## src/hdl/lpfd_pkg.sv

```systemverilog
// Shared types and constants for the length-prefixed frame deframer.
// No dependencies; used by the parser and the top level.
`default_nettype none

package lpfd_pkg;

  localparam int unsigned ByteW = 8;
  localparam int unsigned LenW  = 16;

  localparam logic [LenW-1:0] MaxFrameLenReset = 16'd2048;

  typedef enum logic [3:0] {
    PhLenLo = 4'b0001,
    PhLenHi = 4'b0010,
    PhPass  = 4'b0100,
    PhSkip  = 4'b1000
  } phase_e;

  typedef struct packed {
    logic emit;
    logic last;
  } res_t;

endpackage

`default_nettype wire

```

## src/hdl/lpfd_parser.sv

```systemverilog
// Frame parser: length capture, size check and payload count for one request per step.
// Depends on lpfd_pkg.
`default_nettype none

module lpfd_parser (
  input  wire logic                       clk_i,
  input  wire logic                       rst_ni,
  input  wire logic                       step_i,
  input  wire logic [lpfd_pkg::ByteW-1:0] rx_byte_i,
  input  wire logic [lpfd_pkg::LenW-1:0]  max_frame_len_i,
  output lpfd_pkg::res_t                  res_o
);

  lpfd_pkg::phase_e              phase_q, phase_d;
  logic [lpfd_pkg::ByteW-1:0]    len_lo_q, len_lo_d;
  logic [lpfd_pkg::LenW-1:0]     exp_len_q, exp_len_d;
  logic [lpfd_pkg::LenW-1:0]     cnt_q, cnt_d;
  logic [lpfd_pkg::LenW-1:0]     cnt_inc;
  logic [lpfd_pkg::LenW-1:0]     new_len;
  logic                          at_end;

  assign cnt_inc = cnt_q + 16'd1;
  assign at_end  = (cnt_inc >= exp_len_q);
  assign new_len = {rx_byte_i, len_lo_q};

  always_comb begin
    phase_d   = phase_q;
    len_lo_d  = len_lo_q;
    exp_len_d = exp_len_q;
    cnt_d     = cnt_q;
    res_o     = '0;
    unique case (phase_q)
      lpfd_pkg::PhLenLo: begin
        len_lo_d = rx_byte_i;
        phase_d  = lpfd_pkg::PhLenHi;
      end
      lpfd_pkg::PhLenHi: begin
        exp_len_d = new_len;
        cnt_d     = '0;
        if (new_len == '0) begin
          phase_d = lpfd_pkg::PhLenLo;
        end else if (new_len > max_frame_len_i) begin
          phase_d = lpfd_pkg::PhSkip;
        end else begin
          phase_d = lpfd_pkg::PhPass;
        end
      end
      lpfd_pkg::PhPass: begin
        cnt_d      = cnt_inc;
        res_o.emit = 1'b1;
        res_o.last = at_end;
        if (at_end) begin
          phase_d   = lpfd_pkg::PhLenLo;
          exp_len_d = '0;
          cnt_d     = '0;
        end
      end
      lpfd_pkg::PhSkip: begin
        cnt_d = cnt_inc;
        if (at_end) begin
          phase_d   = lpfd_pkg::PhLenLo;
          exp_len_d = '0;
          cnt_d     = '0;
        end
      end
      default: begin
        phase_d   = lpfd_pkg::PhLenLo;
        exp_len_d = '0;
        cnt_d     = '0;
      end
    endcase
  end

  always_ff @(posedge clk_i or negedge rst_ni) begin
    if (!rst_ni) begin
      phase_q   <= lpfd_pkg::PhLenLo;
      len_lo_q  <= '0;
      exp_len_q <= '0;
      cnt_q     <= '0;
    end else if (step_i) begin
      phase_q   <= phase_d;
      len_lo_q  <= len_lo_d;
      exp_len_q <= exp_len_d;
      cnt_q     <= cnt_d;
    end
  end

endmodule

`default_nettype wire

```

## src/hdl/length_prefixed_frame_deframer_unit.sv

```systemverilog
// Top level of the length-prefixed frame deframer: input register, parser, output register.
// Depends on lpfd_pkg and lpfd_parser.
//
//   channel | direction | handshake               | payload
//   in      | input     | in_valid_i / in_ready_o   | rx_byte_i
//   out     | output    | out_valid_o / out_ready_i | payload_byte_o, last_of_frame_o
//   cfg     | input     | cfg_we_i (no wait)        | cfg_wdata_i (max_frame_len)
//
// One request per cycle unless the output stalls; a request is parsed as it leaves the
// input register, and its payload byte enters the output register at that same edge.
// The parser state advances once per request; length and dropped bytes give no result.
// Reset clears the parser to length-low, empties both registers, max_frame_len to 2048.
// A stalled output holds its request and the input register, ready drops only then.
`default_nettype none

module length_prefixed_frame_deframer_unit (
  input  wire logic                       clk_i,
  input  wire logic                       rst_ni,
  input  wire logic                       in_valid_i,
  output wire logic                       in_ready_o,
  input  wire logic [lpfd_pkg::ByteW-1:0] rx_byte_i,
  output wire logic                       out_valid_o,
  input  wire logic                       out_ready_i,
  output wire logic [lpfd_pkg::ByteW-1:0] payload_byte_o,
  output wire logic                       last_of_frame_o,
  input  wire logic                       cfg_we_i,
  input  wire logic [lpfd_pkg::LenW-1:0]  cfg_wdata_i
);

  logic                       in_vld_q;
  logic [lpfd_pkg::ByteW-1:0] in_byte_q;
  logic                       out_vld_q, out_vld_d;
  logic [lpfd_pkg::ByteW-1:0] out_byte_q;
  logic                       out_last_q;
  logic [lpfd_pkg::LenW-1:0]  max_len_q;
  logic                       out_free;
  logic                       advance;
  lpfd_pkg::res_t             res;

  assign out_free   = !out_vld_q || out_ready_i;
  assign advance    = in_vld_q && out_free;
  assign in_ready_o = !in_vld_q || advance;

  lpfd_parser u_parser (
    .clk_i           (clk_i),
    .rst_ni          (rst_ni),
    .step_i          (advance),
    .rx_byte_i       (in_byte_q),
    .max_frame_len_i (max_len_q),
    .res_o           (res)
  );

  always_comb begin
    out_vld_d = out_vld_q;
    if (out_free) begin
      out_vld_d = advance && res.emit;
    end
  end

  always_ff @(posedge clk_i or negedge rst_ni) begin
    if (!rst_ni) begin
      in_vld_q  <= 1'b0;
      out_vld_q <= 1'b0;
      max_len_q <= lpfd_pkg::MaxFrameLenReset;
    end else begin
      if (in_ready_o) begin
        in_vld_q <= in_valid_i;
      end
      out_vld_q <= out_vld_d;
      if (cfg_we_i) begin
        max_len_q <= cfg_wdata_i;
      end
    end
  end

  always_ff @(posedge clk_i) begin
    if (in_valid_i && in_ready_o) begin
      in_byte_q <= rx_byte_i;
    end
    if (advance && res.emit) begin
      out_byte_q <= in_byte_q;
      out_last_q <= res.last;
    end
  end

  assign out_valid_o     = out_vld_q;
  assign payload_byte_o  = out_byte_q;
  assign last_of_frame_o = out_last_q;

endmodule

`default_nettype wire

```

## config.mk

```make
export PLATFORM = sky130hd
export DESIGN_NAME = length_prefixed_frame_deframer_unit
export DESIGN_NICKNAME = d
export VERILOG_FILES = /design/src/hdl/lpfd_pkg.sv /design/src/hdl/lpfd_parser.sv /design/src/hdl/length_prefixed_frame_deframer_unit.sv
export SDC_FILE = /design/constraint.sdc
export NUM_CORES = 1
export LEC_CHECK = 0
export BUFFER_PORTS_ARGS = -buffer_cell sky130_fd_sc_hd__buf_4
export CAP_MARGIN = 20
export CORE_ASPECT_RATIO = 1.25
export CORE_MARGIN = 8
export CORE_UTILIZATION = 50
export CTS_BUF_LIST = sky130_fd_sc_hd__clkbuf_4 sky130_fd_sc_hd__clkbuf_8
export DETAILED_ROUTE_END_ITERATION = 8
export PLACE_DENSITY = 0.76
export SLEW_MARGIN = 20
export SYNTH_ARGS = -nofsm -noshare
export SYNTH_HDL_FRONTEND = slang
export SYNTH_SLANG_ARGS = --single-unit
```

## constraint.sdc

```tcl
create_clock -name clk_i -period 5.89 [get_ports clk_i]
set_input_delay 0.2945 -clock clk_i [delete_from_list [all_inputs] [get_ports clk_i]]
set_output_delay 0.2945 -clock clk_i [all_outputs]
set_load 0.01 [all_outputs]
```

## Word level (Yosys, flattened, before mapping)

Cells that the tools add are included.

| word-level totals | value |
|---|---|
| register bits after elaboration | 79 |
| input bits | 29 |
| output and inout bits | 11 |
| logic and storage cells | 41 |

| cells by class | value |
|---|---|
| add/sub/neg operators | 1 |
| order comparisons | 2 |
| equality and inequality tests | 5 |
| mux-type cells | 9 |
| bitwise gates (word level) | 1 |
| reduce and logical (&&, ||, !) cells | 13 |

Operators with widths:

| cell | count |
|---|---|
| one-hot mux 16 bit (3 select lines) | 1 |
| 2-to-1 mux 16 bit | 2 |
| one-hot mux 16 bit (2 select lines) | 1 |
| adder 16 x 1 -> 16 bit, second input constant | 1 |
| >= comparator 16 bit | 1 |
| > comparator 16 bit | 1 |
| logical NOT 16 bit | 1 |
| 2-to-1 mux 4 bit | 3 |
| one-hot mux 4 bit (3 select lines) | 1 |
| AND reduction 2 bit | 3 |
| == test 4 x 1 -> 1 bit, second input constant | 1 |
| == test 4 x 2 -> 1 bit, second input constant | 1 |
| == test 4 x 3 -> 1 bit, second input constant | 1 |
| == test 4 bit, second input constant | 1 |
| logical AND 1 bit | 3 |
| AND reduction 3 bit | 1 |
| logical NOT 1 bit | 2 |
| logical OR 1 bit | 2 |
| 2-to-1 mux 2 bit | 1 |
| != test 2 x 1 -> 1 bit, second input constant | 1 |
| OR reduction 2 bit | 1 |
| inverter 1 bit | 1 |

## Longest topological paths before layout

| depth | value |
|---|---|
| depth after elaboration | 5 |
| depth in mapped cells | 14 |
| mapped depth without buffers | 13 |

## Cells and area by module

From an unflattened synthesis, not the netlist that was laid out.

| unflattened totals | value |
|---|---|
| cells, all modules | 393 |
| area, all modules | 4222.8 um2 |

By module, submodules not included:

| module | times used | cells an instance | area an instance (um2) | sequential area each (um2) |
|---|---|---|---|---|
| lpfd_parser | 1 | 332 | 2965.3 | 1102.3 |
| length_prefixed_frame_deframer_unit | 1 | 61 | 1257.5 | 962.2 |

## Worst setup path before layout

No wires, ideal clock.

| path | value |
|---|---|
| kind | reg-to-reg |
| start | register u_parser.cnt_q[2] (netlist name) |
| end | register u_parser.cnt_q[10] (netlist name) |
| library setup time | 122 ps |
| arrival | 3050 ps |
| data required time | 5768 ps |
| setup slack | 2718 ps |
| stages on the path, launching flop included | 13 |
| buffers on the path | 1 |
| clock period less this slack | 3172 ps |
| cell sequence | dfrtp_1 > and4_1 > and4_1 > and3_1 > and3_1 > xor2_1 > ha_1 > nand4_1 > nor3_1 > or4b_1 > and2_1 > buf_2 > a32o_1 |

| on the way | value |
|---|---|
| longest elaborated chain between the ends | 4 |

Ends and longest elaborated chain:

| item | line | RTL |
|---|---|---|
| start, declared | lpfd_parser.sv:17 | `logic [lpfd_pkg::LenW-1:0] cnt_q, cnt_d;` |
| start signal, assigned | lpfd_parser.sv:84 | `cnt_q <= cnt_d;` |
| adder 16 x 1 -> 16 bit * | lpfd_parser.sv:22 | `assign cnt_inc = cnt_q + 16'd1;` |
| >= comparator 16 bit | lpfd_parser.sv:23 | `assign at_end = (cnt_inc >= exp_len_q);` |
| 2-to-1 mux 16 bit * | lpfd_parser.sv:52, lpfd_parser.sv:60 |  |
| one-hot mux 16 bit (2 select lines) * | lpfd_parser.sv:32 | `unique case (phase_q)` |

Every way passes the cells marked *; elsewhere a longest branch is shown, timed or not.
A chain may end at the register's enable or synchronous reset.

## Worst setup path after layout

| path | value |
|---|---|
| start | register u_parser.cnt_q[0] (netlist name) |
| end | register u_parser.cnt_q[2] (netlist name) |

The elaborated chain is that of the path after synthesis.

==> impl_metrics.tcl <==
set metrics [dict create \
    worstSetupPathType "flop to flop" \
    syn_nets 437 \
    initial_core_util 0.505 \
    clockBufferDepth 2 \
    initialDrtViolationCount 123 \
    drc_errors 0 \
    drtAntennaViolNets 0 \
    port_buffers 39 \
    antenna_found_initial 0 \
    rr_endpoint "u_parser.cnt_q[2]$_DFFE_PN0P_" \
    cts_tree "built" \
    synth_cell_types 50 \
    final_area_um2 4640 \
    grt_pass1_wl_mm 13.8 \
    die_area_um2 11300 \
    synth_seq_area_share 0.505 \
    slew_violations 0 \
    syn_area_um2 4090 \
    cts-htree-levels 3 \
    cp.depth 13 \
    syn-instance-count 375 \
    vias 2889 \
    tightestPinTransition_ns 0.807 \
    place_congestion 0.797 \
    fin_cells 519 \
    crit_path_start_kind "flop" \
    swShare 0.376 \
    worstPathCellList "ha_1 -> nand3_1 -> nor2_1 -> nand2_1 -> nor2_1 -> xor2_1 -> ha_1 -> o21a_1 -> a2111o_1 -> nor4_4 -> nand3_2 -> o21ai_0 -> a21o_1" \
    cts_resized 0 \
    setup_tns_ns 0 \
    post-route-min-period_ns 3.69 \
    clock_sinks 79 \
    crit_family "simple AND/OR/NAND/NOR gates" \
    num_rows 37 \
    numCtsBuffers 9 \
    finalCritPeriodShare 0.627 \
    wl_mm 8.34 \
    relSlewSlack 0.462 \
    rr_startpoint "u_parser.cnt_q[0]$_DFFE_PN0P_" \
    avgSynthCellArea_um2 10.9 \
    coreArea_um2 8100 \
    num_io_pins 40 \
    setup_violations 0 \
    n_antenna_cell 0 \
    hold_viol_final 0 \
    fill_cells 675 \
    grtUsageTotal 0.151 \
    slowest_delay_ns 0.46 \
    grt-ovfl-total 0 \
    setup_slack_ns 2.20 \
    peakVddDrop_v 0.000223 \
    wl_per_cell_um 16.1 \
    synth_edf_count 17 \
    p_comb_frac 0.349 \
    ff2ff_path_depth 13 \
    pwr-share-seq 0.437 \
    p_leak_nw 2.19 \
    yosysWarningCount 0 \
    dp_slack_ns 2.23 \
    ff2ff_setup_slack_ns 2.20 \
    ctsHoldBuffers 0 \
    fmax_mhz 271 \
    power_density_nw_per_um2 373 \
    critical-path-slowest-cell "a2111o_1" \
    hp-class "input port to async pin" \
    ys_seq_elements 79 \
    finish.utilization 0.573 \
    cts_root_buf "clkbuf_8" \
    cap_violations 0 \
    drive_gt1_frac 0.180 \
    die_w_um 96.9 \
    status "finished clean" \
    firstDrtPassIters 4 \
    dieHeight_um 117 \
    arrival_ns 3.99 \
    grt_max_degree 63 \
    crit_path_max_fanout 11 \
    multiInputGateArea_um2 1850 \
    crit_buf_inv 0 \
    worst_skew_pair.late_latency_ns 0.36 \
    area_growth_pct 13.5 \
    synth_flop_cell "dfrtp_1" \
    cp-end-kind "flop" \
    clk_pin_slew_worst_paths_ns 0.09 \
    dp_cells 503 \
    worstPathRequired_ns 6.19 \
    seqCellArea_um2 2060 \
    fin_skew_ns 0.00627 \
    synthArstFlopShare 0.785 \
    pwr-share-clk 0.214 \
    post_dp_cell_area_um2 4460 \
    rsz0062_at_grt "no" \
    postCtsSetupBuffers 0 \
    power_switching_uw 650 \
    p_int_mw 1.08 \
    dp_hpwl_mm 6.27 \
    final_nets 479 \
    vias_per_cell 5.57 \
    grt_pass1_vias 2951 \
]
## per-stage QoR
stage	hold slack (ns)	total power, mW
4_1_cts	0.0483	1.74
2_1_floorplan	-0.00109	1.21
3_5_place_dp	0.432	1.37
6_report	0.00822	1.73
5_1_grt	0.0648	1.85
3_3_place_gp	0.420	1.34
## state kept, by name (all words and copies together) (netlist names)
signal	count
max_len_q	16
u_parser.cnt_q	16
u_parser.exp_len_q	16
in_byte_q	8
payload_byte_o	8
u_parser.len_lo_q	8
u_parser.phase_q	4
in_vld_q	1
last_of_frame_o	1
out_valid_o	1
## cell usage in the layout (no fill, tap or decap), types with 2 or more instances in the layout
master | synthesis | routed
a21o_1 | 7 | 7
a21oi_1 | 12 | 12
a22o_1 | 2 | 2
a32o_1 | 10 | 10
and2_1 | 3 | 3
and3_1 | 2 | 2
and4_1 | 3 | 3
buf_4 | 0 | 40
clkbuf_8 | 0 | 9
clkinv_4 | 0 | 2
clkinvlp_4 | 0 | 2
dfrtp_1 | 60 | 60
dfstp_2 | 2 | 2
edfxtp_1 | 17 | 17
ha_1 | 33 | 33
inv_1 | 34 | 34
mux2_2 | 9 | 9
mux2i_1 | 16 | 16
nand2_1 | 52 | 52
nand2b_1 | 3 | 3
nand3_1 | 10 | 10
nand4_1 | 7 | 7
nor2_1 | 12 | 12
nor3_1 | 4 | 4
nor4_1 | 5 | 5
nor4_2 | 2 | 2
o21a_1 | 2 | 2
o21ai_0 | 20 | 20
o21ai_1 | 4 | 4
or2_2 | 3 | 3
xnor2_1 | 8 | 8
xor2_1 | 5 | 5
## power groups by stage
stage                     sequential [mW]  clock (mW)  combinational (mW)
after global routing                0.770       0.400               0.676
final                               0.756       0.371               0.604
after floorplan                     0.741           0               0.468
after detailed placement            0.767           0               0.603
after CTS                           0.755       0.377               0.608
after global placement              0.762           0               0.575
## cells by family (layout without fill, tap and decap cells)
logic type,count (synthesis),in the layout,synth area share
fa+ha+maj,33,33,0.101
compound gates,67,67,0.110
flops,79,79,0.505
mux,25,25,0.0639
xor+xnor,13,13,0.0278
buf+inv,43,90,0.0434
simple gates,115,115,0.149
## area by class of cell
class,instances,area share
flip-flops and latches,79,0.445
clock inverters,7,0.0121
multi-input cells,253,0.398
repair buffers,40,0.0647
clock buffers,9,0.0267
well taps,97,0.0261
inverters,34,0.0275
## per-layer routing
metal | up-vias | global-route usage | share of wire
li1 | 1423 | - | -
met1 | 1393 | 0.167 | 0.43
met2 | 52 | 0.269 | 0.51
met3 | 21 | 0.0258 | 0.027
met4 | 0 | 0.0874 | 0.032
met5 | - | 0 | 0
## worst max path at each step
stage / start / end
2_1_floorplan: u_parser.cnt_q[2]$_DFFE_PN0P_ / u_parser.cnt_q[10]$_DFFE_PN0P_
3_3_place_gp: u_parser.cnt_q[0]$_DFFE_PN0P_ / u_parser.cnt_q[2]$_DFFE_PN0P_
3_5_place_dp: u_parser.cnt_q[0]$_DFFE_PN0P_ / u_parser.cnt_q[2]$_DFFE_PN0P_
4_1_cts: u_parser.cnt_q[0]$_DFFE_PN0P_ / u_parser.cnt_q[2]$_DFFE_PN0P_
5_1_grt: u_parser.cnt_q[0]$_DFFE_PN0P_ / u_parser.cnt_q[2]$_DFFE_PN0P_
6_report: u_parser.cnt_q[0]$_DFFE_PN0P_ / u_parser.cnt_q[2]$_DFFE_PN0P_
## cells in the mapped netlist (4+ instances only)
master	number	share of area
edfxtp_1	17	0.12
nor4_1	5	0.0076
o21ai_1	4	0.0049
o21ai_0	20	0.024
a21o_1	7	0.013
nand3_1	10	0.012
nand2_1	52	0.048
inv_1	34	0.031
nor2_1	12	0.011
nand4_1	7	0.011
a21oi_1	12	0.015
nor3_1	4	0.0049
mux2i_1	16	0.039
dfrtp_1	60	0.37
xor2_1	5	0.011
clkbuf_1	6	0.0055
ha_1	33	0.10
mux2_2	9	0.025
xnor2_1	8	0.017
a32o_1	10	0.024
(Power assumes the default switching activity.)
